===== src/sv/gaic_pkg.sv =====
// Shared types and constants for the gyro angle integrator with bias calibration.
// No dependencies; imported by gaic_div, gaic_lane and the top level.
package gaic_pkg;

  localparam int AXIS_COUNT_DEF = 3;
  localparam int MAX_CAL_DEF    = 65536;

  localparam int RAW_W     = 16;
  localparam int RATE_W    = 25;
  localparam int BIAS_W    = 24;
  localparam int ANG_W     = 48;
  localparam int DIVD_W    = 84;
  localparam int DIVS_W    = 48;
  localparam int Q_W       = 50;
  localparam int DIV_STEPS = 84;
  localparam int ITER_W    = 7;

  localparam logic [25:0]    ANGLE_K   = 26'd65536000;
  localparam logic [ANG_W:0] INC_LIMIT = {1'b1, {ANG_W{1'b0}}};

  localparam logic CFG_CAL_COUNT = 1'b0;
  localparam logic CFG_TICK_RATE = 1'b1;

  typedef enum logic [3:0] {
    ST_IDLE,
    ST_LOAD,
    ST_MUL0,
    ST_MUL1,
    ST_MUL2,
    ST_MUL3,
    ST_ADIV,
    ST_ARND,
    ST_BLOAD,
    ST_BDIV,
    ST_BSET,
    ST_OUT
  } gaic_state_t;

  typedef struct packed {
    gaic_state_t st;
    logic        first;
    logic        collect;
    logic        clr;
  } gaic_ctl_t;

endpackage


===== src/sv/gaic_div.sv =====
// Restoring divider, one quotient bit per step, with a saturation flag for quotients above 2^48.
// Depends on gaic_pkg.
module gaic_div import gaic_pkg::*; (
  input  logic              clk,
  input  logic              load,
  input  logic              step,
  input  logic [DIVD_W-1:0] dividend,
  input  logic [DIVS_W-1:0] divisor,
  output logic [Q_W-1:0]    quo,
  output logic [DIVS_W-1:0] rem,
  output logic              sat
);

  logic [DIVD_W-1:0] dvd_r;
  logic [DIVS_W-1:0] dvs_r;
  logic [DIVS_W-1:0] rem_r;
  logic [Q_W-1:0]    q_r;
  logic              sat_r;

  logic [DIVS_W:0]   rem_sh;
  logic              ge;
  logic [DIVS_W:0]   rem_sub;
  logic [Q_W-1:0]    q_nxt;
  logic              over;

  always_comb begin
    rem_sh  = {rem_r, dvd_r[DIVD_W-1]};
    ge      = rem_sh >= {1'b0, dvs_r};
    rem_sub = ge ? (rem_sh - {1'b0, dvs_r}) : rem_sh;
    q_nxt   = {q_r[Q_W-2:0], ge};
    over    = q_nxt > {{(Q_W-ANG_W-1){1'b0}}, INC_LIMIT};
  end

  always_ff @(posedge clk) begin
    if (load) begin
      dvd_r <= dividend;
      dvs_r <= divisor;
      rem_r <= '0;
      q_r   <= '0;
      sat_r <= 1'b0;
    end else if (step) begin
      dvd_r <= {dvd_r[DIVD_W-2:0], 1'b0};
      rem_r <= rem_sub[DIVS_W-1:0];
      q_r   <= q_nxt;
      sat_r <= sat_r | over;
    end
  end

  assign quo = q_r;
  assign rem = rem_r;
  assign sat = sat_r;

endmodule


===== src/sv/gaic_lane.sv =====
// One axis lane: bias removal, trapezoid increment, angle accumulate, bias average.
// Depends on gaic_pkg and gaic_div.
module gaic_lane import gaic_pkg::*; #(
  parameter int CNT_W = 17
) (
  input  logic                    clk,
  input  logic                    rst_n,
  input  gaic_ctl_t               ctl,
  input  logic signed [RAW_W-1:0] raw,
  input  logic [31:0]             dt,
  input  logic [DIVS_W-1:0]       div,
  input  logic [CNT_W-1:0]        cnt,
  output logic signed [ANG_W-1:0] angle
);

  localparam int SUM_W  = RAW_W + CNT_W;
  localparam int BNUM_W = SUM_W + 10;

  logic signed [RATE_W-1:0] prev_r;
  logic signed [ANG_W-1:0]  angle_r;
  logic signed [BIAS_W-1:0] bias_r;
  logic signed [SUM_W-1:0]  sum_r;
  logic signed [RATE_W:0]   s_r;
  logic [57:0]              a_r;
  logic [57:0]              p0_r;
  logic [51:0]              p1_r;

  logic signed [RATE_W-1:0] rate;
  logic [RATE_W:0]          mag;
  logic                     div_load;
  logic                     div_step;
  logic [DIVD_W-1:0]        dividend;
  logic [DIVS_W-1:0]        divisor;
  logic [Q_W-1:0]           quo;
  logic [DIVS_W-1:0]        rem;
  logic                     sat;
  logic                     rb;
  logic [Q_W-1:0]           inc_full;
  logic [ANG_W:0]           inc;
  logic signed [ANG_W+2:0]  tot;
  logic signed [ANG_W-1:0]  angle_nxt;
  logic [SUM_W-1:0]         m;
  logic [BNUM_W-1:0]        bnum;
  logic signed [BIAS_W-1:0] bias_nxt;

  always_comb begin
    rate = {{(RATE_W-RAW_W-8){raw[RAW_W-1]}}, raw, 8'd0}
         - {{(RATE_W-BIAS_W){bias_r[BIAS_W-1]}}, bias_r};
    mag  = s_r[RATE_W] ? 26'(-s_r) : 26'(s_r);
    m    = sum_r[SUM_W-1] ? SUM_W'(-sum_r) : SUM_W'(sum_r);
    bnum = {1'b0, m, 9'd0} + BNUM_W'(cnt);
    div_load = (ctl.st == ST_MUL3) || (ctl.st == ST_BLOAD);
    div_step = (ctl.st == ST_ADIV) || (ctl.st == ST_BDIV);
    if (ctl.st == ST_BLOAD) begin
      dividend = DIVD_W'(bnum);
      divisor  = DIVS_W'({cnt, 1'b0});
    end else begin
      dividend = {p1_r, 32'd0} + DIVD_W'(p0_r);
      divisor  = div;
    end
    rb       = {rem, 1'b0} >= {1'b0, div};
    inc_full = quo + Q_W'(rb);
    if (sat || inc_full > Q_W'(INC_LIMIT)) inc = INC_LIMIT;
    else inc = inc_full[ANG_W:0];
    tot = {{3{angle_r[ANG_W-1]}}, angle_r}
        + (s_r[RATE_W] ? -$signed({2'b0, inc}) : $signed({2'b0, inc}));
    if (tot > $signed({3'b000, {(ANG_W-1){1'b1}}})) angle_nxt = {1'b0, {(ANG_W-1){1'b1}}};
    else if (tot < $signed({3'b111, {(ANG_W-1){1'b0}}})) angle_nxt = {1'b1, {(ANG_W-1){1'b0}}};
    else angle_nxt = tot[ANG_W-1:0];
    bias_nxt = sum_r[SUM_W-1] ? -$signed(quo[BIAS_W-1:0]) : $signed(quo[BIAS_W-1:0]);
  end

  always_ff @(posedge clk) begin
    if (!rst_n) begin
      prev_r  <= '0;
      angle_r <= '0;
      bias_r  <= '0;
      sum_r   <= '0;
    end else begin
      if (ctl.clr) sum_r <= '0;
      case (ctl.st)
        ST_LOAD: begin
          prev_r <= rate;
          if (ctl.collect && !ctl.first) sum_r <= sum_r + SUM_W'(raw);
        end
        ST_ARND: angle_r <= angle_nxt;
        ST_BSET: begin
          bias_r  <= bias_nxt;
          angle_r <= '0;
        end
        default: ;
      endcase
    end
  end

  always_ff @(posedge clk) begin
    if (ctl.st == ST_LOAD) s_r <= (RATE_W+1)'(prev_r) + (RATE_W+1)'(rate);
    if (ctl.st == ST_MUL0) a_r <= 58'(mag) * 58'(dt);
    if (ctl.st == ST_MUL1) p0_r <= 58'(a_r[31:0]) * 58'(ANGLE_K);
    if (ctl.st == ST_MUL2) p1_r <= a_r[57:32] * ANGLE_K;
  end

  gaic_div u_div (
    .clk      (clk),
    .load     (div_load),
    .step     (div_step),
    .dividend (dividend),
    .divisor  (divisor),
    .quo      (quo),
    .rem      (rem),
    .sat      (sat)
  );

  assign angle = angle_r;

endmodule


===== config.mk =====
export PLATFORM = sky130hd
export DESIGN_NAME = gaic_lane
export DESIGN_NICKNAME = d
export VERILOG_FILES = /design/src/sv/gaic_pkg.sv /design/src/sv/gaic_div.sv /design/src/sv/gaic_lane.sv
export SDC_FILE = /design/constraint.sdc
export NUM_CORES = 2
export LEC_CHECK = 0
export BUFFER_PORTS_ARGS = -buffer_cell sky130_fd_sc_hd__buf_2
export CORE_ASPECT_RATIO = 1.75
export CORE_MARGIN = 3
export CORE_UTILIZATION = 51
export DETAILED_ROUTE_END_ITERATION = 10
export GPL_ROUTABILITY_DRIVEN = 1
export PLACE_DENSITY = 0.67
export SETUP_SLACK_MARGIN = 0.02
export SLEW_MARGIN = 5
export SYNTH_ARGS = -nofsm -noshare
export SYNTH_HDL_FRONTEND = slang
export SYNTH_HIERARCHICAL = 1
export SYNTH_SLANG_ARGS = --single-unit

===== constraint.sdc =====
create_clock -name clk -period 14 [get_ports clk]
set_input_delay 2.1 -clock clk [delete_from_list [all_inputs] [get_ports clk]]
set_output_delay 2.1 -clock clk [all_outputs]
set_load 0.02 [all_outputs]

**Yosys cells after proc, flatten, opt, wreduce, memory -nomap -nowiden**

Cells that the tools add are included.

- Register bits after elaboration: 517
- Input bits: 122
- Output and inout port bits: 48
- Logic and storage cells: 69

- Add/subtract/negate cells: 12
- $mul: 3
- Magnitude comparators: 6
- Equality and inequality tests: 10
- Multiplexer cells: 16
- Bitwise gates (word level): 1
- Reduce and logical (&&, ||, !) cells: 7

Operator list:

| kind | count |
|---|---|
| 84-bit two-way mux | 3 |
| 48-bit two-way mux | 3 |
| 33-bit two-way mux | 4 |
| 50-bit by 49-bit > comparator with 1-bit output (second input constant) | 2 |
| 49-bit by 48-bit >= comparator with 1-bit output | 2 |
| 48-bit case mux with 2 select lines | 1 |
| 84-bit by 58-bit adder with 84-bit output | 1 |
| 26-bit by 32-bit multiplier with 58-bit output | 1 |
| 51-bit adder | 1 |
| 51-bit by 48-bit > comparator with 1-bit output (second input constant) | 1 |
| 51-bit by 48-bit < comparator with 1-bit output (second input constant) | 1 |
| 51-bit two-way mux | 1 |
| 49-bit negator with 51-bit output | 1 |
| 50-bit by 1-bit adder with 50-bit output | 1 |
| 49-bit two-way mux | 1 |
| 48-bit subtractor | 1 |
| 42-bit by 17-bit adder with 43-bit output | 1 |
| 32-bit by 7-bit multiplier with 39-bit output (second input constant) | 1 |
| 33-bit by 16-bit adder with 33-bit output | 1 |
| 26-bit by 7-bit multiplier with 33-bit output (second input constant) | 1 |
| 33-bit negator | 1 |
| 25-bit by 25-bit adder with 26-bit output | 1 |
| 26-bit two-way mux | 1 |
| 26-bit negator | 1 |
| 13 further kinds | 22 |

**Logic depth before layout (Yosys ltp)**

- Depth in word-level cells: 12
- Mapped depth: 54
- Gate-level depth less buffers: 48

**Modules after synthesis**

The synthesis kept the hierarchy.

Modules (own cells, without submodules):

| module | instances | cells each | area each (um^2) | sequential area each (um^2) |
|---|---|---|---|---|
| gaic_lane | 1 | 6758 | 59448.3 | 7287.0 |
| gaic_div | 1 | 1108 | 11901.4 | 5945.7 |

**Least setup slack after synthesis**

Ideal clock, no wire load.

- Path type: input -> register
- Start point: input div[1]
- End point: register angle_r[21], in the netlist angle[21]
- Setup time: 120 ps
- Arrival time: 11444 ps
- Data required time: 13880 ps
- Setup slack: 2437 ps
- Stages on the path: 54
- Path buffers: 6
- Cells stage by stage: inv_1 -> ha_1 -> nor2b_1 -> o21a_1 -> o21a_1 -> o21a_1 -> o21a_1 -> o21a_1 -> o21a_1 -> o21a_1 -> o21ai_0 -> a21oi_1 -> a2111oi_0 -> o21ai_0 -> ha_1 -> ha_1 -> and2_1 -> buf_2 -> (+18 left out) -> o21ai_0 -> o31ai_1 -> o22ai_1 -> ha_1 -> nand2_1 -> o21ai_0 -> nand2_1 -> a21oi_1 -> o21ai_0 -> o31ai_1 -> o22ai_1 -> o21ai_0 -> xnor2_2 -> o31a_1 -> nor2b_4 -> buf_6 -> buf_6 -> a211o_1

- Word-level cells in the longest chain between the ends: 12
- Elaborated cells on any way between the ends: 13
- Those cells by class: add/sub (3); order compare (4); mux (5); reduce/logical (1)

Ends and longest elaborated chain:

| what | line | RTL |
|---|---|---|
| start, declared | gaic_lane.sv:11 | `input logic [DIVS_W-1:0] div,` |
| 49-bit by 48-bit >= comparator with 1-bit output * | gaic_lane.sv:61 | `rb = {rem, 1'b0} >= {1'b0, div};` |
| 50-bit by 1-bit adder with 50-bit output * | gaic_lane.sv:62 | `inc_full = quo + Q_W'(rb);` |
| 50-bit by 49-bit > comparator with 1-bit output | gaic_lane.sv:63 | `if (sat \|\| inc_full > Q_W'(INC_LIMIT)) inc = INC_LIMIT;` |
| 1-bit logical OR | gaic_lane.sv:63 |  |
| 49-bit two-way mux * | gaic_lane.sv:63 |  |
| 49-bit negator with 51-bit output | gaic_lane.sv:66 | `+ (s_r[RATE_W] ? -$signed({2'b0, inc}) : $signed({2'b0, inc}));` |
| 51-bit two-way mux * | gaic_lane.sv:66 |  |
| 51-bit adder * | gaic_lane.sv:66 |  |
| 51-bit by 48-bit < comparator with 1-bit output | gaic_lane.sv:68 | `else if (tot < $signed({3'b111, {(ANG_W-1){1'b0}}})) angle_nxt = {1'b1, {(ANG_W-1){1'b0}}};` |
| 48-bit two-way mux | gaic_lane.sv:68 |  |
| 48-bit two-way mux * | gaic_lane.sv:67 | `if (tot > $signed({3'b000, {(ANG_W-1){1'b1}}})) angle_nxt = {1'b0, {(ANG_W-1){1'b1}}};` |
| 48-bit case mux with 2 select lines * | gaic_lane.sv:81 | `case (ctl.st)` |
| end signal, assigned | gaic_lane.sv:86 | `ST_ARND: angle_r <= angle_nxt;` |
| end, declared | gaic_lane.sv:20 | `logic signed [ANG_W-1:0] angle_r;` |

Every way passes the cells marked *; elsewhere a longest branch is shown, timed or not.
A chain may end at the register's enable or synchronous reset.

**Worst setup path in the final report**

- Start point: input div[1]
- End point: register angle_r[43], in the netlist angle[43]

The elaborated chain is that of the path after synthesis.

==> results list <==
- Flop-to-flop setup slack: between 2000 and 2500 ps
* IO Pins: 170
* Destination of the worst hold path: prev_r[20]
- CP Class: in2reg
- Syn-to-layout area delta: 6.69%
- In this run the worst path has a maximum fanout of 46.
- The first detailed-routing pass ran for 7 iterations.
* Element type at the critical path start: input port
- DRC: 0
- Area leader, netlist: fa_1
- The Yosys step of the flow raised 6 warnings.
- Top Usage Layer GRT: met2
- Worst Hold Slack: between 400 and 500 ps
* Flip-flop and latch count after synthesis: approximately 520
* Mean number of vias per cell: a little under 6
- Critical path's most frequent cell: o21a_1
* List of most frequent post-synthesis cells: 1,155 x inv_1, 936 x fa_1, 906 x nand2_1, 597 x ha_1, 424 x nor2_1
- The H-tree was split into 2 levels.
- Met3 layer usage reported by global route: ~3.1%
- When the netlist entered floorplanning its net count stood at 9,521.
* Via total after detailed routing: ~56,000
* Slew @ Worst Pin: approximately 1300 ps
- Most used flip-flop cell after synthesis: edfxtp_1
- Largest net degree at the start of global routing: ~160
* Reg clk slew, reported paths: 70 ps
* Setup crit end kind: flop
* HPWL reported at the end of detailed placement: roughly 160,000 um
- Synthesis produced a netlist whose cell count is just under 8,000.
- In this run, distinct cell masters in the synthesized netlist total 112.
- After filler insertion, the fill cell instance count of the layout stands at between 10,000 and 15,000.
- The initial utilization of the core area, before any placement, comes to approximately half.
- Source of the worst hold timing path: prev_r[20]
- First-pass GRT wire length: 322,000 um
- Once the clock tree was built, the resizer swapped 0 gates to a different size.
- The tree is rooted in a clkbuf_16.
- Sequential elements use between 10% and 20% of the synthesized area.
- The initial antenna violation count is 11.
* Maximum clock rate: around 77 MHz
- Dividing the detail-routed wire length by the instance count gives 21.2 um.
- Final setup violation count: 0
- Gr usage total: ~29%
- Final weighted congestion of routability-driven global placement: slightly below 1
- Inserted Clock Buffers: 53
- Hold Crit Depth: 2
- Timing analysis after detailed placement gives a worst setup slack of 447 ps.
* Setup repair after global routing missed its margin: false
- Overflow left after global routing: 0
* TritonCTS clock tree: yes
* Ratio of final minimum period to clock period: about 92%
* Max Cap Violations: 0
- Global routing used a little over half of the available met2 tracks.
- In this run the critical register-to-register path is captured at angle[43].
- In the final design database the tool counted ~9,500 nets.
- Sorting the synthesized cells by area gives the leading types as fa_1 26%, edfxtp_1 12%, ha_1 10%, dfxtp_1 6.4%, inv_1 6.1%.
- The flow ran to the end, and the final reports show no timing, DRC or antenna violations.
- Ys async rst share: 0%
- Final-report hold violation count: 0
* Data required time at the worst endpoint: 14,590 ps
- Number of clock sinks: just over 500
- In this run the tool buffered the top-level ports with around 170 buffer cells.
- Shortest period the worst path allows: about 13,000 ps
- Height of the chip: ~500 um
* Maximum clock insertion buffer count: 3
- The region available for standard cell placement spans approximately 0.14 sq mm.
- On the worst path, the slowest cell contributes a delay of ~900 ps.
- Setup WS post-layout: roughly 1100 ps
- Netlist Area Pre-Place: around 0.07 sq mm
- Worst-Skew Late Latency: around 660 ps
* R2r worst-path depth: 50
- The count of nets left with antenna violations once routing finished came out at 0.
- The average instance in the mapped netlist occupies approximately 9.1 sq um.
- For this block, the initial DRC count from the detailed router was between 3,000 and 4,000.
- After clock tree synthesis, the setup repair step added 0 buffers.
- Total die area: between 0.1 and 0.15 sq mm
* Share of post-route cells with drive strength above 1: approximately 7.3%
* Standard-cell row count: 181
- Most frequent cell after synthesis: inv_1
- Proportion of netlist area held by the largest area contributor: between 20% and 30%
- Total wire length: just over 200,000 um
- CTS Hold Bufs: 0
* Worst Skew: between 40 and 50 ps
* Die W: a little under 300 um
- Count of final max-slew check failures: 0
* Kind of path behind the tightest hold check: reg2reg
- CP max stage cell: nor2b_4
- Worst endpoint data arrival time: roughly 14,000 ps
- Measured against its own limit, the worst slew margin works out to about 14%.
- Setup total negative slack on the finished layout was measured at 0 ps.
- Counting flops with a built-in enable in the synthesized netlist gives between 200 and 300.
- In this run the critical register-to-register path is launched from u_div/rem[0].
- Met1 Usage GRT: between 20% and 30%
* Number of global-route vias before repair: approximately 60,000
## layout make-up
class                      instances  area [sq um]  share of cell area (%)
tap                             1830          2290                    3.01
antenna                            4          10.0                  0.0131
multi-input combinational       5833         52500                    69.0
inverter                        1156          4340                    5.70
clock buffer                      60          1400                    1.84
sequential                       517         13200                    17.4
timing repair buffer             275          1680                    2.21
clock inverter                    39           626                   0.822
## logic make-up after synthesis
logic type / Yosys count / synth area share, %
and+or+nand+nor: 2424 / 16.6
AOI/OAI and AO/OA: 1271 / 12.0
muxes: 148 / 2.24
adders and majority gates: 1533 / 36.7
DFF: 517 / 18.5
xor gates and xnor gates: 457 / 5.63
buffers and inverters: 1516 / 8.18
## cell usage in the layout (no fill, tap or decap), types with 61 or more instances in the layout
cell      synthesis  layout
inv_1          1155    1154
fa_1            936     936
nand2_1         906     906
ha_1            597     597
nor2_1          424     422
a21oi_1         314     314
edfxtp_1        288     288
xnor2_1         291     274
o21ai_0         269     268
nor2b_1         241     241
dfxtp_1         229     228
and2_1          217     217
buf_2            19     169
xor2_1          164     158
a21o_1          152     152
nand3_1         116     116
buf_4             8     103
nor3_1          106     102
nand4_1          91      91
mux2_2           90      90
nand2b_1         63      63
o21a_1           61      61
## worst max path at each step
stage                 from         to  slack (ps)
floorplan           div[1]  angle[21]        2440
global placement    div[1]  angle[41]         590
detailed placement  div[1]  angle[40]         450
CTS                 div[1]  angle[11]        1090
global route        div[1]  angle[43]         300
finish              div[1]  angle[43]        1080
## metrics by stage
| step | area, sq um | cells | util (%) |
|---|---|---|---|
| 2_1_floorplan | 71300 | 7866 | - |
| 3_3_place_gp | 74100 | 9611 | 53.3 |
| 3_5_place_dp | 74100 | 9611 | 53.3 |
| 4_1_cts | 76100 | 9710 | 54.7 |
| 5_1_grt | 76100 | 9711 | 54.7 |
| 6_report | 76100 | 9714 | 54.7 |
## registers in the layout, indices dropped and copies added, names as in the netlist
| name | flops |
|---|---|
| u_div/dvd_r | 84 |
| a_r | 58 |
| u_div/quo | 50 |
| angle | 48 |
| u_div/dvs_r | 48 |
| u_div/rem | 48 |
| p0_r | 39 |
| p1_r | 33 |
| sum_r | 33 |
| s_r | 26 |
| prev_r | 25 |
| bias_r | 24 |
| u_div/sat | 1 |
## critical path, delay by kind of cell
kind	cells	cell delay (ps)
xor+xnor	3	750
buf+inv	8	1090
simple gates	15	3650
compound gates	21	4600
fa+ha+maj	5	1250
## routing by layer
layer	routed length (um)	up-vias	part of all wire, %
met3	9250	801	4.5
met2	110000	1735	53
met4	17800	14	8.7
li1	-	25812	-
met1	68900	28021	33
met5	98	-	0.048
Power is not shown: default switching activity piles up to over one toggle a cycle in this logic, so the estimate is an artifact.
